===== config.mk =====
export PLATFORM = sky130hd
export DESIGN_NAME = clipped_mirrored_sprite_blit
export DESIGN_NICKNAME = d
export VERILOG_FILES = /design/src/rtl/core/cmsb_pkg.sv /design/src/rtl/core/clipped_mirrored_sprite_blit.sv /design/src/rtl/core/cmsb_addr.sv
export SDC_FILE = /design/constraint.sdc
export NUM_CORES = 1
export LEC_CHECK = 0
export BUFFER_PORTS_ARGS = -buffer_cell sky130_fd_sc_hd__buf_2
export CAP_MARGIN = 20
export CORE_MARGIN = 3
export CORE_UTILIZATION = 27
export DETAILED_ROUTE_END_ITERATION = 10
export PLACE_DENSITY = 0.43
export SYNTH_ARGS = -nofsm -noshare
export SYNTH_HDL_FRONTEND = slang
export SYNTH_HIERARCHICAL = 1
export SYNTH_SLANG_ARGS = --single-unit

===== constraint.sdc =====
create_clock -name clock -period 17.9 [get_ports clock]
set_input_delay 3.58 -clock clock [delete_from_list [all_inputs] [get_ports clock]]
set_output_delay 3.58 -clock clock [all_outputs]
set_load 0.1 [all_outputs]

===== src/rtl/core/cmsb_pkg.sv =====
// Shared types and constants for the clipped mirrored sprite blitter.
`default_nettype none

package cmsb_pkg;

   // Coordinate width: a signed corner plus a region offset
   localparam int COORD_W = 15;
   // Image dimension register width
   localparam int DIM_W   = 13;
   // Pixel address width
   localparam int ADDR_W  = 24;
   localparam int PIX_W   = 8;

   // Register indexes on the csr port
   localparam logic [1:0] CSR_SRC_ROW_PIXELS = 2'd0;
   localparam logic [1:0] CSR_DST_ROW_PIXELS = 2'd1;
   localparam logic [1:0] CSR_DST_ROWS       = 2'd2;

   // Item kinds carried on req_tuser
   localparam logic ACTION_SETUP = 1'b0;
   localparam logic ACTION_PIXEL = 1'b1;

   // Image geometry from the csr registers
   typedef struct packed {
      logic [DIM_W-1:0] src_row_pixels;
      logic [DIM_W-1:0] dst_row_pixels;
      logic [DIM_W-1:0] dst_rows;
   } geometry_type;

   // One pixel with its source and target coordinates
   typedef struct packed {
      logic signed [COORD_W-1:0] src_y;
      logic signed [COORD_W-1:0] src_x;
      logic signed [COORD_W-1:0] dst_y;
      logic signed [COORD_W-1:0] dst_x;
      logic [PIX_W-1:0]          gray;
      logic [PIX_W-1:0]          alpha;
      logic                      last;
   } pixel_coord_type;

   // One finished result
   typedef struct packed {
      logic              write_enable;
      logic [ADDR_W-1:0] target_address;
      logic [ADDR_W-1:0] source_address;
      logic [PIX_W-1:0]  gray;
      logic [PIX_W-1:0]  alpha;
      logic              last;
   } blit_result_type;

endpackage

`default_nettype wire


===== src/rtl/core/clipped_mirrored_sprite_blit.sv =====
// Top level of the clipped mirrored sprite blitter.
`default_nettype none

// Sprite blitter for gray-plus-alpha pixels. A setup transfer (req_tuser 0)
// latches the source corner, target corner, region size and mirror flag; pixel
// transfers (req_tuser 1) then follow in raster order, and each gives one
// result with the source and target pixel indices (byte offsets are twice
// these). Pixels outside the target image or with alpha zero come out with
// write_enable low; pixels with no blit running give no result. The block
// takes one transfer per clock while the pipeline can advance (rsp_tready high
// or a stage empty): a pixel passes a coordinate register and then an address
// register (one 13x13 multiply-add per address), and with rsp_tready low the
// result and rsp_tvalid are held in the address register.
module clipped_mirrored_sprite_blit
   import cmsb_pkg::*;
#(
   parameter int MAX_SPRITE_SIDE = 256
)
(
   input  wire logic        clock,
   input  wire logic        reset,
   // request stream
   input  wire logic        req_tvalid,
   output logic             req_tready,
   // [11:0] src_left, [23:12] src_top, [37:24] dst_left, [51:38] dst_top,
   // [60:52] region_width, [69:61] region_height, [70] mirror,
   // [78:71] gray_in, [86:79] alpha_in, [87] zero
   input  wire logic [87:0] req_tdata,
   // [0] action
   input  wire logic        req_tuser,
   // response stream
   output logic             rsp_tvalid,
   input  wire logic        rsp_tready,
   // [0] write_enable, [24:1] target_address, [48:25] source_address,
   // [56:49] gray_out, [64:57] alpha_out, [71:65] zero
   output logic [71:0]      rsp_tdata,
   output logic             rsp_tlast,
   // configuration writes
   input  wire logic        csr_wen,
   input  wire logic [1:0]  csr_index,
   input  wire logic [12:0] csr_wdata
);

   localparam int CNT_W  = (MAX_SPRITE_SIDE > 1) ? $clog2(MAX_SPRITE_SIDE) : 1;
   localparam int SIDE_W = 9;

   // Request fields
   logic [11:0]              f_src_left;
   logic [11:0]              f_src_top;
   logic signed [13:0]       f_dst_left;
   logic signed [13:0]       f_dst_top;
   logic [SIDE_W-1:0]        f_width;
   logic [SIDE_W-1:0]        f_height;
   logic                     f_mirror;
   logic [PIX_W-1:0]         f_gray;
   logic [PIX_W-1:0]         f_alpha;

   assign f_src_left = req_tdata[11:0];
   assign f_src_top  = req_tdata[23:12];
   assign f_dst_left = req_tdata[37:24];
   assign f_dst_top  = req_tdata[51:38];
   assign f_width    = req_tdata[60:52];
   assign f_height   = req_tdata[69:61];
   assign f_mirror   = req_tdata[70];
   assign f_gray     = req_tdata[78:71];
   assign f_alpha    = req_tdata[86:79];

   // Configuration registers
   geometry_type geom_ff;

   always_ff @(posedge clock) begin
      if (reset) begin
         geom_ff.src_row_pixels <= DIM_W'(1024);
         geom_ff.dst_row_pixels <= DIM_W'(2048);
         geom_ff.dst_rows       <= DIM_W'(2048);
      end else if (csr_wen) begin
         case (csr_index)
            CSR_SRC_ROW_PIXELS: geom_ff.src_row_pixels <= csr_wdata;
            CSR_DST_ROW_PIXELS: geom_ff.dst_row_pixels <= csr_wdata;
            CSR_DST_ROWS:       geom_ff.dst_rows       <= csr_wdata;
            default:            ;
         endcase
      end
   end

   // Pipeline handshake: address stage, then coordinate stage, then input
   logic coord_valid_ff;
   logic rsp_valid_ff;
   logic rsp_advance;
   logic coord_advance;
   logic req_xfer;
   logic setup_xfer;
   logic pixel_xfer;

   assign rsp_advance   = !rsp_valid_ff || rsp_tready;
   assign coord_advance = !coord_valid_ff || rsp_advance;
   assign req_tready    = coord_advance;
   assign req_xfer      = req_tvalid && req_tready;
   assign setup_xfer    = req_xfer && (req_tuser == ACTION_SETUP);

   // Blit state
   logic                      active_ff;
   logic [CNT_W-1:0]          col_ff;
   logic [CNT_W-1:0]          row_ff;
   logic [11:0]               src_left_ff;
   logic [11:0]               src_top_ff;
   logic signed [13:0]        dst_left_ff;
   logic signed [13:0]        dst_top_ff;
   logic [CNT_W-1:0]          width_m1_ff;
   logic [CNT_W-1:0]          height_m1_ff;
   logic                      mirror_ff;

   assign pixel_xfer = req_xfer && (req_tuser == ACTION_PIXEL) && active_ff;

   // Clamp a region side to 1..MAX_SPRITE_SIDE and return side minus one
   function automatic logic [CNT_W-1:0] side_m1(input logic [SIDE_W-1:0] side);
      logic [10:0] s;
      s = (side == '0) ? 11'd1 : 11'(side);
      if (s > 11'(MAX_SPRITE_SIDE)) begin
         s = 11'(MAX_SPRITE_SIDE);
      end
      side_m1 = CNT_W'(s - 11'd1);
   endfunction

   logic              col_end;
   logic              row_end;
   logic              is_last;
   logic [CNT_W-1:0]  col_off;

   assign col_end = col_ff == width_m1_ff;
   assign row_end = row_ff == height_m1_ff;
   assign is_last = col_end && row_end;
   assign col_off = mirror_ff ? (width_m1_ff - col_ff) : col_ff;

   // Latch setup, step the raster counters on each pixel
   always_ff @(posedge clock) begin
      if (reset) begin
         active_ff    <= 1'b0;
         col_ff       <= '0;
         row_ff       <= '0;
         src_left_ff  <= '0;
         src_top_ff   <= '0;
         dst_left_ff  <= '0;
         dst_top_ff   <= '0;
         width_m1_ff  <= '0;
         height_m1_ff <= '0;
         mirror_ff    <= 1'b0;
      end else if (setup_xfer) begin
         active_ff    <= 1'b1;
         col_ff       <= '0;
         row_ff       <= '0;
         src_left_ff  <= f_src_left;
         src_top_ff   <= f_src_top;
         dst_left_ff  <= f_dst_left;
         dst_top_ff   <= f_dst_top;
         width_m1_ff  <= side_m1(f_width);
         height_m1_ff <= side_m1(f_height);
         mirror_ff    <= f_mirror;
      end else if (pixel_xfer) begin
         if (is_last) begin
            active_ff <= 1'b0;
            col_ff    <= '0;
            row_ff    <= '0;
         end else if (col_end) begin
            col_ff <= '0;
            row_ff <= row_ff + CNT_W'(1);
         end else begin
            col_ff <= col_ff + CNT_W'(1);
         end
      end
   end

   // Coordinate stage
   pixel_coord_type coord_in;
   pixel_coord_type coord_ff;

   always_comb begin
      coord_in.src_y = COORD_W'(src_top_ff) + COORD_W'(row_ff);
      coord_in.src_x = COORD_W'(src_left_ff) + COORD_W'(col_ff);
      coord_in.dst_y = COORD_W'(dst_top_ff) + COORD_W'(row_ff);
      coord_in.dst_x = COORD_W'(dst_left_ff) + COORD_W'(col_off);
      coord_in.gray  = f_gray;
      coord_in.alpha = f_alpha;
      coord_in.last  = is_last;
   end

   always_ff @(posedge clock) begin
      if (reset) begin
         coord_valid_ff <= 1'b0;
      end else if (coord_advance) begin
         coord_valid_ff <= pixel_xfer;
      end
   end

   always_ff @(posedge clock) begin
      if (pixel_xfer) begin
         coord_ff <= coord_in;
      end
   end

   // Address stage and result register
   blit_result_type result;
   logic            addr_load;

   assign addr_load = rsp_advance && coord_valid_ff;

   cmsb_addr u_addr (
      .clock  (clock),
      .load   (addr_load),
      .coord  (coord_ff),
      .geom   (geom_ff),
      .result (result)
   );

   always_ff @(posedge clock) begin
      if (reset) begin
         rsp_valid_ff <= 1'b0;
      end else if (rsp_advance) begin
         rsp_valid_ff <= coord_valid_ff;
      end
   end

   assign rsp_tvalid = rsp_valid_ff;
   assign rsp_tlast  = result.last;
   assign rsp_tdata  = {7'd0, result.alpha, result.gray, result.source_address,
                        result.target_address, result.write_enable};

endmodule

`default_nettype wire


===== src/rtl/core/cmsb_addr.sv =====
// Address stage: clips the target coordinate and forms both pixel addresses.
`default_nettype none

module cmsb_addr
   import cmsb_pkg::*;
(
   input  wire logic            clock,
   input  wire logic            load,
   input  wire pixel_coord_type coord,
   input  wire geometry_type    geom,
   output blit_result_type      result
);

   logic [2*DIM_W-1:0] src_prod;
   logic [2*DIM_W-1:0] dst_prod;
   logic               x_inside;
   logic               y_inside;
   logic               in_target;
   logic               opaque;
   blit_result_type    result_in;
   blit_result_type    result_ff;

   // Clip against the target image; negative coordinates are outside
   assign x_inside  = !coord.dst_x[COORD_W-1] &&
                      (coord.dst_x[COORD_W-2:0] < (COORD_W-1)'(geom.dst_row_pixels));
   assign y_inside  = !coord.dst_y[COORD_W-1] &&
                      (coord.dst_y[COORD_W-2:0] < (COORD_W-1)'(geom.dst_rows));
   assign in_target = x_inside && y_inside;
   assign opaque    = coord.alpha != '0;

   // Row times stride plus column; rows and columns in range fit DIM_W bits
   assign src_prod = (2*DIM_W)'(coord.src_y[DIM_W-1:0]) * (2*DIM_W)'(geom.src_row_pixels)
                   + (2*DIM_W)'(coord.src_x[DIM_W-1:0]);
   assign dst_prod = (2*DIM_W)'(coord.dst_y[DIM_W-1:0]) * (2*DIM_W)'(geom.dst_row_pixels)
                   + (2*DIM_W)'(coord.dst_x[DIM_W-1:0]);

   always_comb begin
      result_in.write_enable   = in_target && opaque;
      result_in.target_address = in_target ? dst_prod[ADDR_W-1:0] : '0;
      result_in.source_address = src_prod[ADDR_W-1:0];
      result_in.gray           = (in_target && opaque) ? coord.gray : '0;
      result_in.alpha          = (in_target && opaque) ? coord.alpha : '0;
      result_in.last           = coord.last;
   end

   // Hold the result until the next load
   always_ff @(posedge clock) begin
      if (load) begin
         result_ff <= result_in;
      end
   end

   assign result = result_ff;

endmodule

`default_nettype wire

## Word-level counts from Yosys, hierarchy flattened

Cells that the tools add are included.

| operators by class | value |
|---|---|
| add/sub/neg operators | 11 |
| eq/ne operators | 4 |
| multiplexer cells | 16 |
| reduce and logical (&&, ||, !) cells | 29 |
| multiply operators | 2 |
| $lt $le $gt $ge | 4 |
| bitwise gates (word level) | 1 |

Operators by type and width:

| cell | count |
|---|---|
| 8-bit two-way mux | 11 |
| 24-bit by 13-bit adder with 24-bit output | 2 |
| 13-bit by 13-bit multiplier with 24-bit output | 2 |
| 14-bit by 9-bit adder with 15-bit output | 2 |
| 14-bit by 13-bit less-than comparator with 1-bit output | 2 |
| 12-bit by 8-bit adder with 13-bit output | 2 |
| 9-bit greater-than comparator (second input constant) | 2 |
| 9-bit logical NOT | 2 |
| 9-bit two-way mux | 2 |
| 8-bit by 1-bit adder with 8-bit output (second input constant) | 2 |
| 8-bit equality test | 2 |
| 8-bit by 1-bit subtractor with 8-bit output (second input constant) | 2 |
| 1-bit logical AND | 10 |
| 2-bit AND reduction | 5 |
| 8-bit nonzero test | 1 |
| 8-bit subtractor | 1 |
| 2-bit nonzero test | 3 |
| 1-bit logical NOT | 4 |
| 1-bit two-way mux | 3 |
| 2-bit by 1-bit equality test with 1-bit output (second input constant) | 1 |
| 2-bit equality test (second input constant) | 1 |
| 2-bit logical NOT | 1 |
| 1-bit logical OR | 2 |
| 2-bit OR reduction | 1 |
| 1-bit NOT | 1 |

| word-level totals | value |
|---|---|
| register bits | 266 |
| logic and storage cells | 95 |
| bits of input ports | 109 |

## Logic depth before layout (Yosys ltp)

Gate-level depths: netlist of run 1.

| logic depth | value |
|---|---|
| word-level depth | 8 |
| mapped depth | 22 |
| depth with buffers taken out | 20 |

## Modules after synthesis

Netlist of run 1, hierarchy kept.

By module, submodules not included:

| module | sequential area each (µm²) | times used | cells an instance | area each (µm²) |
|---|---|---|---|---|
| cmsb_addr | 1981.9 | 1 | 1602 | 14919.3 |
| clipped_mirrored_sprite_blit | 4734.5 | 1 | 1030 | 9520.4 |

## Least setup slack after synthesis of run 1

Ideal clock, no wire load.

| timing | value |
|---|---|
| path kind | input -> register |
| from | input port rsp_tready |
| to | register u_addr.result_ff (netlist bit u_addr/result[0]) (enable) |
| buffers on the path | 0 |
| required time | 17.309 ns |
| stages on the path | 2 |
| setup slack | 8.889 ns |
| arrival | 8.421 ns |
| cells stage by stage | inv_1 a21boi_0 |

| on the way | value |
|---|---|
| cells in the longest elaborated chain, start to end | 2 |

RTL lines:

| item | RTL line | source |
|---|---|---|
| start, declared | clipped_mirrored_sprite_blit.sv:33 | `input wire logic rsp_tready,` |
| 1-bit logical OR | clipped_mirrored_sprite_blit.sv:95 | `assign rsp_advance = !rsp_valid_ff \|\| rsp_tready;` |
| 1-bit logical AND | clipped_mirrored_sprite_blit.sv:205 | `assign addr_load = rsp_advance && coord_valid_ff;` |
| via addr_load | clipped_mirrored_sprite_blit.sv:203 | `logic addr_load;` |
| end signal, assigned | cmsb_addr.sv:49 | `result_ff <= result_in;` |
| end, declared | cmsb_addr.sv:21 | `blit_result_type result_ff;` |

The timed path passes the listed nets, and every way through them passes these cells.
A chain may end at the register's enable or synchronous reset.

## Final worst setup path of run 1

| timing | value |
|---|---|
| from | input port rsp_tready |
| to | output port req_tready |

| on the way | value |
|---|---|
| cells in the longest elaborated chain, start to end | 2 |

RTL lines:

| item | RTL line | source |
|---|---|---|
| 1-bit logical OR | clipped_mirrored_sprite_blit.sv:95 |  |
| 1-bit logical OR | clipped_mirrored_sprite_blit.sv:96 | `assign coord_advance = !coord_valid_ff \|\| rsp_advance;` |
| end, declared | clipped_mirrored_sprite_blit.sv:24 | `output logic req_tready,` |

Every way passes these cells.

==> reports/metrics.yaml, run 1 <==
floorplanning:
  fp.dieW_um: 307
  ioPinCount: 184
  die_h_um: 307
  die-area_mm2: 0.0942
  rows: 109
  start_util: 0.274
  core_area_mm2: 0.0891
run_status:
  outcome: "complete, no violations"
power:
  pwr-share-clk: 0.423
  p_per_area_mw_per_mm2: 62.7
  power.switching_mw: 0.504
  seq_power_share: 0.396
  leakage_nw: 12.2
  switching_share: 0.291
  intPower_mw: 1.23
  ir_drop_mv: 0.0666
  power_frac_comb: 0.181
setup_path:
  end_kind: "primary output"
  reg2reg_from: "geom_ff[17]"
  critical_path_class: "input port to primary output"
  cp_num_buf_inv: 3
  crit_path_frequent_cell: "buf_2"
  crit_slowest_cell: "buf_2"
  r2r-end: "u_addr/result[64]"
  slowest_delay_ns: 0.42
  crit_fanout: 5
  r2r_setup_slack_ns: 11.16
  crit_family: "buffers and inverters"
  crit_chain: "buf_2, and3b_4, inv_1, buf_2"
  start_kind: "input port"
  reg2reg_depth: 19
  cp.arrival_ns: 4.38
  cp.required_ns: 14.32
cts:
  htreeDepth: 2
  cts.repair.resized: 0
  cts_tree: "built"
  clk_pin_slew_ns: 0.06
  hold_buffers: 0
  clock_sinks: 266
  clk_path_buf_depth: 3
  cts_made_buffers: 36
  clock_latency_ns: 0.56
  cts_root_buffer: "clkbuf_16"
  cts_setup_buffers: 0
synth:
  synth-seq-cells: 266
  synth_most_common_cell: "nand2_1"
  yosysTopAreaCell: "fa_1"
  synth.distinct_cells: 76
  synth_common_cells: "415 x nand2_1, 369 x inv_1, 263 x fa_1"
  synth_area_leaders: "fa_1 22%, edfxtp_1 17%, ha_1 12%"
  yosysTopAreaCellShare: 0.215
  syn_area_per_cell_um2: 9.29
  ys_warn_count: 6
  async_reset_ff_frac: 0
  synth_top_flop_cell: "edfxtp_1"
  syn_area_mm2: 0.0244
  yosysSeqAreaShare: 0.275
  synthCells: 2632
  synth_edf_count: 139
timing:
  max_slew_margin: 0.287
  min_period_over_period: 0.445
  setup_viol: 0
  min_period_ns: 7.96
  rsz0062_at_grt: "no"
  finalHoldViolCount: 0
  worst_pin_slew_ns: 1.07
  skew_ns: 0.0164
  holdWs_ns: 0.456
  timing.fmax_mhz: 126
  tns_ns: 0
  slew_viol_final: 0
global_routing:
  grt_max_degree: 78
  grt_pass1_vias: 19172
  antenna_found_initial: 4
  grt_pass1_wl_um: 109000
  grt_usage: 0.146
  grt.overflow.total: 0
layout:
  multi_input_area_mm2: 0.0159
  fillers: 9334
  finalNetCount: 3340
  area_delta_synth_final_pct: 13.0
  design_area_mm2: 0.0276
  layout.cells.non_filler: 3938
  final_layout_size_suffix_gt1_frac: 0.0949
  seq_area_mm2: 0.00672
run:
  maxCapViolCount: 0
routing:
  antenna_left: 0
  viasPerCell: 4.65
  drt_wl_total_um: 68400
  wl_per_cell_um: 17.4
  drtIter0Drc: 798
  drt_pre_antenna_iters: 4
  num_vias: 18320
  route.detailed.drc: 0
placement:
  place_congestion: 0.840
  dpl_cell_area_mm2: 0.0264
  dpl.hpwl_um: 53200
  port_buffers: 175
  dp_cells: 3870
worst_hold_path:
  whs_endpoint: "geom_ff[4]"
  holdPathStages: 2
  min_from: "geom_ff[4]"
  hold_path_class: "flop to flop"
cells by family after synthesis:
kind of cell,synth area share
xor gates and xnor gates,0.0366
other,0.000153
and+or+nand+nor,0.179
adders and majority gates,0.331
AOI/OAI and AO/OA,0.101
buffers and inverters,0.0763
DFF,0.275
muxes,0.00164
state kept, by name, summed over array words and instances, names as in the netlist, 12 cells and up:
signal and flops:
coord_ff 73, dst_left_ff 14, dst_top_ff 14, geom_ff 39
src_left_ff 12, src_top_ff 12, u_addr/result 66
worst register-to-register path: cells and delay by family, from the launching register on:
| kind | cells | cell delay [ns] |
|---|---|---|
| adder cells (fa/ha/maj) | 7 | 3.39 |
| flip-flops | 1 | 0.80 |
| AO/OA/AOI/OAI | 2 | 0.96 |
| AND/OR/NAND/NOR | 5 | 1.04 |
| buffers and inverters | 5 | 0.28 |
metal layers:
layer / GRT usage / routed length (um)
met1: 0.214 / 34300
met2: 0.225 / 29800
met3: 0.0185 / 2880
met4: 0.0392 / 1500
met5: 0 / 14
area by class of cell:
class / count / area share
antenna: 3 / 0.000272
clock buffer: 52 / 0.0402
clock inverter: 13 / 0.00385
inverter: 370 / 0.0503
multi-input combinational: 1886 / 0.575
sequential: 266 / 0.243
tap: 1165 / 0.0528
timing repair buffer: 183 / 0.0340
cell usage in the layout (no fill, tap or decap), types with 23 or more instances in the layout:
master and instances:
and2_1 182, xnor2_1 74, edfxtp_1 139, nor2_1 94, clkbuf_16 41, o21ai_0 40
and3_1 30, xor2_1 28, a211oi_1 23, a21oi_1 167, dfxtp_1 127, buf_2 174
fa_1 263, ha_1 225, o21a_1 24, nor3_1 30, inv_1 368, nand2_1 415
how the worst max path moves through the flow:
stage                     cells after the start        from  slack [ns]                to
final                                         4  rsp_tready        9.94        req_tready
after CTS                                     4  rsp_tready        9.94        req_tready
after floorplan                               2  rsp_tready        8.89  u_addr/result[0]
after global routing                          4  rsp_tready        9.91        req_tready
after detailed placement                      4  rsp_tready        9.95        req_tready
after global placement                        4  rsp_tready        9.95        req_tready
power by group through the flow:
stage / Combinational (mW) / Clock [mW] / Sequential [mW]
4_1_cts: 0.319 / 0.760 / 0.686
5_1_grt: 0.358 / 0.785 / 0.688
3_5_place_dp: 0.315 / 0 / 0.699
3_3_place_gp: 0.313 / 0 / 0.698
2_1_floorplan: 0.221 / 0 / 0.697
6_report: 0.314 / 0.732 / 0.686
metrics by stage:
| stage | util | power, mW | setup WS [ns] |
|---|---|---|---|
| 2_1_floorplan | - | 0.917 | 8.89 |
| 3_5_place_dp | 0.296 | 1.01 | 9.95 |
| 5_1_grt | 0.310 | 1.83 | 9.91 |
| 3_3_place_gp | 0.296 | 1.01 | 9.95 |
| 4_1_cts | 0.310 | 1.76 | 9.94 |
| 6_report | 0.310 | 1.73 | 9.94 |
Power figures use the tool's default switching activity.
==> inputs of run 2 (changes only) <==
--- a/config.mk
+++ b/config.mk
@@ -5,12 +5,13 @@
 export SDC_FILE = /design/constraint.sdc
 export NUM_CORES = 1
 export LEC_CHECK = 0
+export ABC_AREA = 1
 export BUFFER_PORTS_ARGS = -buffer_cell sky130_fd_sc_hd__buf_2
 export CAP_MARGIN = 20
 export CORE_MARGIN = 3
 export CORE_UTILIZATION = 27
 export DETAILED_ROUTE_END_ITERATION = 10
-export PLACE_DENSITY = 0.43
+export PLACE_DENSITY = 0.44
 export SYNTH_ARGS = -nofsm -noshare
 export SYNTH_HDL_FRONTEND = slang
 export SYNTH_HIERARCHICAL = 1
==> constraint.sdc (replaced) <==
create_clock -name clock -period 7.07 [get_ports clock]
set_input_delay 1.414 -clock clock [delete_from_list [all_inputs] [get_ports clock]]
set_output_delay 1.414 -clock clock [all_outputs]
set_load 0.1 [all_outputs]
==> run 2 against run 1 <==
Effect of this change: register-to-register slack got worse by 10 ns; hold slack worse by 0.030 ns; synthesized area is 4.0% higher; cell area is 3.9% higher; global-route usage grew 0.21 points; combinational power rose to 6.6 times the previous value; final cell count rose by 16%; via count is 6.8% higher; clock skew increased by 0.018 ns; die area grew 3.9%; worst setup slack got worse by 8.8 ns; critical endpoint is now u_addr/result[51]; highest routed layer unchanged.
==> reports/metrics.yaml, run 2 <==
run_status:
  outcome: "complete, no violations"
setup_path:
  end_kind: "flop"
  cp.arrival_ns: 6.22  # +1.84 ns
  crit_fanout: 14  # +9
  critical_path_class: "flop to flop"
  cp.required_ns: 7.41  # -6.91 ns
  start_kind: "flop"
synth:
  synth_common_cells: "814 x nand2_1, 768 x inv_1, 263 x fa_1"
  yosysSeqAreaShare: 0.264  # -0.0104
  synth_area_leaders: "fa_1 21%, edfxtp_1 16%, nand2_1 12%"
  syn_area_mm2: 0.0254  # +4.0%
  synth_top_flop_cell: "edfxtp_1"
  synth_most_common_cell: "nand2_1"
  yosysTopAreaCellShare: 0.207  # -0.00819
  synth_edf_count: 139  # unchanged
  synth-seq-cells: 266  # unchanged
  synth.distinct_cells: 47  # -38%
  synthCells: 3170  # +20%
  syn_area_per_cell_um2: 8.01  # -14%
  yosysTopAreaCell: "fa_1"
  async_reset_ff_frac: 0  # unchanged
  ys_warn_count: 6  # unchanged
layout:
  layout_commonest_cell: "nand2_1"
  fillers: 10075  # +7.9%
  largest_register_ffs: 73  # unchanged
  largest_register: "coord_ff"
  multi_input_area_mm2: 0.0154  # -3.3%
  finalNetCount: 3910  # +17%
  seq_area_mm2: 0.00672  # unchanged
  final_layout_size_suffix_gt1_frac: 0.0860  # -0.00899
  area_delta_synth_final_pct: 13.0  # about the same
  final_cell_mix: "814 x nand2_1, 768 x inv_1, 263 x fa_1, 225 x ha_1, 183 x nor2_1"
global_routing:
  grt_max_degree: 50  # -36%
  grt.overflow.total: 0  # unchanged
  grt_pass1_wl_um: 114000  # +4.4%
  antenna_found_initial: 14  # +10
  grt_usage: 0.148  # +0.00213
  grt_pass1_vias: 19696  # +2.7%
floorplanning:
  fp.dieW_um: 313  # +1.9%
  core_area_mm2: 0.0925  # +3.9%
  start_util: 0.275  # about the same
  die_h_um: 313  # +1.9%
  die-area_mm2: 0.0978  # +3.9%
  ioPinCount: 184  # unchanged
  rows: 111  # +1.8%
power:
  p_total_mw: 5.64  # +230%
  leakage_nw: 15.3  # +25%
  p_per_area_mw_per_mm2: 197  # +210%
  ir_drop_mv: 0.140  # +110%
routing:
  viasPerCell: 4.27  # -8.3%
  drt_wl_total_um: 72000  # +5.2%
  drtIter0Drc: 963  # +21%
  wl_per_cell_um: 15.7  # -9.7%
  num_vias: 19563  # +6.8%
  drt_pre_antenna_iters: 5  # +1
  route.detailed.drc: 0  # unchanged
  antenna_left: 0  # unchanged
worst_hold_path:
  hold_path_class: "flop to flop"
timing:
  worst_pin_slew_ns: 0.999  # -0.0701 ns
  min_period_ns: 5.88
  slew_viol_final: 0  # unchanged
  min_period_over_period: 0.832
  tns_ns: 0  # unchanged
  timing.fmax_mhz: 170
  setup_viol: 0  # unchanged
  rsz0062_at_grt: "no"
  skew_ns: 0.0345  # +0.0181 ns
  finalHoldViolCount: 0  # unchanged
  max_slew_margin: 0.333  # +0.0451
cts:
  cts_tree: "built"
  cts_root_buffer: "clkbuf_16"
  clock_latency_ns: 0.57  # about the same
  cts_made_buffers: 36  # unchanged
  clk_pin_slew_ns: 0.06  # about the same
  hold_buffers: 0  # unchanged
  clk_path_buf_depth: 3  # unchanged
  clock_sinks: 266  # unchanged
  htreeDepth: 2  # unchanged
  cts.repair.resized: 0  # unchanged
  cts_setup_buffers: 0  # unchanged
placement:
  dpl.hpwl_um: 57500  # +8.1%
  place_congestion: 0.837  # -0.38%
  port_buffers: 175  # unchanged
run:
  maxCapViolCount: 0  # unchanged
==> run 2: metal layers <==
metal | GRT usage | up-vias | share of wire
met5 | 0 | - | 0.00081
met4 | 0.0278 | 10 | 0.015
met3 | 0.0308 | 73 | 0.055
met2 | 0.219 | 374 | 0.41
met1 | 0.222 | 9215 | 0.52
li1 | - | 9891 | -
==> run 2: through the flow <==
step / setup WS, ns / cells / hold slack (ns) / area [um2] / utilization
detailed placement: 1.17 / 4518 / 0.413 / 27500 / 0.298
global route: 0.933 / 4582 / 0.441 / 28700 / 0.310
finish: 1.19 / 4584 / 0.426 / 28700 / 0.310
CTS: 1.15 / 4582 / 0.428 / 28700 / 0.310
floorplan: 1.79 / 3176 / 0.400 / 25400 / -
global placement: 1.21 / 4518 / 0.405 / 27500 / 0.298
==> run 2: area by class of cell <==
class                      instances  area share
multi-input combinational       2048       0.535
clock buffer                      44      0.0328
inverter                         772       0.101
sequential                       266       0.234
timing repair buffer             189      0.0342
tap                             1243      0.0542
clock inverter                    20     0.00780
antenna                            2    0.000174
==> run 2: worst paths after layout <==
path / startpoint / slack [ns] / end / depth (start not counted)
hold / removal: coord_ff[0] / 0.43 / u_addr/result[0] / 0
setup reg to reg: coord_ff[39] / 1.19 / u_addr/result[51] / 20
hold reg to reg: coord_ff[0] / 0.43 / u_addr/result[0] / 0
setup / recovery: coord_ff[39] / 1.19 / u_addr/result[51] / 20
==> run 2: where the power goes <==
part,leakage (nW),internal [mW],switching [mW]
logic,12.3,0.753,1.32
clock network,0.562,1.04,0.738
registers,2.38,1.71,0.0856
total,15.3,3.50,2.14
==> run 2: critical path, stage by stage, from the launching register on <==
cell and delay, ns:
edfxtp_1 0.70, nand2_1 0.16, inv_1 0.07, fa_1 0.53
inv_1 0.05, fa_1 0.48, inv_1 0.05, fa_1 0.50
inv_1 0.06, fa_1 0.52, inv_1 0.04, fa_1 0.47
inv_1 0.05, fa_1 0.47, inv_1 0.04, ha_1 0.35
nand2_1 0.14, nor2_1 0.32, nand3_1 0.17, a31o_2 0.27
a21oi_1 0.22
==> run 2: cell families after synthesis <==
group | Yosys count | synth area share
simple gates | 1173 | 0.188
fa+ha+maj | 488 | 0.318
buf+inv | 862 | 0.132
flops | 266 | 0.264
other cells | 1 | 0.000148
compound gates | 286 | 0.0647
xor+xnor | 94 | 0.0324
==> inputs of run 3 (changes only) <==
==> constraint.sdc (replaced) <==
create_clock -name clock -period 5.4 [get_ports clock]
set_input_delay 1.08 -clock clock [delete_from_list [all_inputs] [get_ports clock]]
set_output_delay 1.08 -clock clock [all_outputs]
set_load 0.1 [all_outputs]
==> run 3 against run 2 <==
Effect of this change: die area unchanged; final cell count up 3.3%; sequential power up 28%; critical path depth up 3; count of clock-buffer cells in the layout up 8; global-route usage down 0.086 points; sequential share of layout area down 1.4 points; highest routed layer unchanged; worst setup slack worse by 1.1 ns; core utilization up 2.0 points; hold slack better by 0.0013 ns.
==> reports/metrics.yaml, run 3 (synthesized netlist as in run 2, its figures left out) <==
setup_path:
  crit_fanout: 4  # -10
  r2r_setup_slack_ns: 0.11  # -1.08 ns
  critical_path_class: "flop to flop"
  reg2reg_from: "coord_ff[68]"
  r2r-end: "u_addr/result[39]"
  reg2reg_depth: 23  # +15%
  cp.arrival_ns: 5.59  # -0.63 ns
  end_kind: "flop"
  start_kind: "flop"
  cp.required_ns: 5.70  # -1.71 ns
routing:
  drtIter0Drc: 855  # -11%
  wl_per_cell_um: 15.3  # -2.7%
  drt_pre_antenna_iters: 5  # unchanged
  drt_wl_total_um: 72400  # +0.56%
  antenna_left: 0  # unchanged
  viasPerCell: 4.24  # -0.56%
  route.detailed.drc: 0  # unchanged
  num_vias: 20099  # +2.7%
cts:
  clk_path_buf_depth: 3  # unchanged
  clk_pin_slew_ns: 0.06  # about the same
  cts_made_buffers: 36  # unchanged
  htreeDepth: 2  # unchanged
  cts_root_buffer: "clkbuf_16"
  clock_sinks: 266  # unchanged
  cts_tree: "built"
  hold_buffers: 0  # unchanged
  clock_latency_ns: 0.56  # about the same
layout:
  layout_commonest_cell: "nand2_1"
  utilization: 0.331  # +0.0203
  finalNetCount: 4051  # +3.6%
  layout.cells.non_filler: 4736  # +3.3%
  largest_register_ffs: 73  # unchanged
  final_cell_mix: "783 x nand2_1, 751 x inv_1, 261 x fa_1, 206 x ha_1, 176 x buf_2"
  final_layout_size_suffix_gt1_frac: 0.159  # +0.0732
  fillers: 9988  # -0.86%
  area_delta_synth_final_pct: 20.3
  largest_register: "coord_ff"
power:
  seq_power_share: 0.279  # -0.039
  leakage_nw: 16.1  # +5.6%
  p_per_area_mw_per_mm2: 270  # +38%
  power.switching_mw: 3.14  # +47%
  ir_drop_mv: 0.186  # +33%
  intPower_mw: 5.12  # +46%
  switching_share: 0.380  # +0.000802
  power_frac_comb: 0.431  # +0.064
  pwr-share-clk: 0.290  # -0.025
timing:
  slew_viol_final: 0  # unchanged
  timing.fmax_mhz: 189  # +11%
  setup_viol: 0  # unchanged
  max_slew_margin: 0.358  # +0.0256
  min_period_ns: 5.29  # -0.590 ns
  worst_pin_slew_ns: 0.963  # -0.0360 ns
  rsz0062_at_grt: "yes"
  skew_ns: 0.0234  # -0.0111 ns
  min_period_over_period: 0.979  # +0.148
  tns_ns: 0  # unchanged
  holdWs_ns: 0.427  # +0.00128 ns
  finalHoldViolCount: 0  # unchanged
floorplanning:
  start_util: 0.275  # unchanged
  rows: 111  # unchanged
  ioPinCount: 184  # unchanged
  core_area_mm2: 0.0925  # unchanged
  fp.dieW_um: 313  # unchanged
  die-area_mm2: 0.0978  # unchanged
  die_h_um: 313  # unchanged
global_routing:
  grt.overflow.total: 0  # unchanged
  grt_pass1_wl_um: 113000  # -0.23%
  antenna_found_initial: 16  # +2
  grt_pass1_vias: 19864  # +0.85%
  grt_usage: 0.147  # -0.000863
  grt_max_degree: 68  # +36%
placement:
  dp_cells: 4638  # +2.7%
  place_congestion: 0.843  # +0.70%
  dpl.hpwl_um: 59200  # +3.0%
  port_buffers: 175  # unchanged
worst_hold_path:
  hold_path_class: "flop to flop"
  holdPathStages: 0  # unchanged
  whs_endpoint: "u_addr/result[0]"
  min_from: "coord_ff[0]"
run_status:
  outcome: "complete, no violations"
run:
  maxCapViolCount: 0  # unchanged
[run 3: changes by cell type in the layout (fill, tap and decap cells not counted), moves of 13 or more]
| cell | delta |
|---|---|
| inv_2 | +17 |
| inv_1 | -17 |
| nand2_2 | +21 |
| ha_4 | +14 |
| nor2_1 | -22 |
| nand2_1 | -31 |
| buf_4 | +119 |
| ha_1 | -19 |
| nor2_2 | +13 |
[run 3: layout make-up]
class,instances,area [um2],area share
clock buffer,52,1030,0.0338
clock inverter,14,169,0.00552
multi-input combinational,2048,16000,0.522
antenna,11,27.5,0.000900
tap,1243,1560,0.0509
timing repair buffer,330,2190,0.0718
sequential,266,6720,0.220
inverter,772,2910,0.0951
[run 3: power groups by stage]
stage / clock network, mW / logic [mW] / registers, mW
after CTS: 2.50 / 3.06 / 2.30
after global routing: 2.58 / 4.05 / 2.31
after floorplan: 0 / 2.00 / 2.37
after detailed placement: 0 / 3.03 / 2.35
final: 2.40 / 3.56 / 2.30
after global placement: 0 / 3.03 / 2.35
[run 3: what timing repair did]
action                     CTS  global route
cloned                       0             1
setup buffers                0            21
setup endpoints to repair    4            30
resized for setup            4           172
pin swaps                    1            62
[run 3: metrics by stage]
stage / area (um2) / power (mW) / worst slack (ns)
2_1_floorplan: 25400 / 4.37 / 0.123
3_3_place_gp: 28500 / 5.37 / -0.0382
3_5_place_dp: 28500 / 5.38 / -0.0467
4_1_cts: 29800 / 7.87 / 0.00461
5_1_grt: 30600 / 8.94 / -0.0301
6_report: 30600 / 8.26 / 0.111
[run 3: worst max-delay path by stage]
stage	from	endpoint	slack [ns]	cells past startpoint
after floorplan	coord_ff[39]	u_addr/result[63]	0.12	25
after global placement	coord_ff[69]	u_addr/result[40]	-0.04	21
after detailed placement	coord_ff[69]	u_addr/result[40]	-0.05	22
after CTS	coord_ff[69]	u_addr/result[38]	0.005	18
after global routing	coord_ff[38]	u_addr/result[64]	-0.03	25
final	coord_ff[68]	u_addr/result[39]	0.11	23
[run 3: metal layers]
metal  vias up  global-route usage  wire [um]
met4         6              0.0241        947
met3        63              0.0298       4290
met1      9471               0.219      36800
met5         -                   0         37
li1      10203                   -          -
met2       356               0.221      30400
[run 3: worst max-delay path, stage by stage, from the launching register on]
cell and delay [ns]:
edfxtp_1 0.50, buf_6 0.18, nand2_4 0.04, inv_2 0.03, fa_1 0.52, inv_2 0.04
fa_1 0.51, inv_2 0.05, fa_1 0.46, fa_1 0.52, fa_1 0.53, inv_1 0.05
fa_1 0.51, inv_2 0.05, ha_4 0.26, a21oi_4 0.18, buf_4 0.14, o21ai_4 0.06
nand2_2 0.07, nand2_2 0.06, nand2_2 0.07, nand3_1 0.07, nand2_1 0.06, nand2_1 0.05
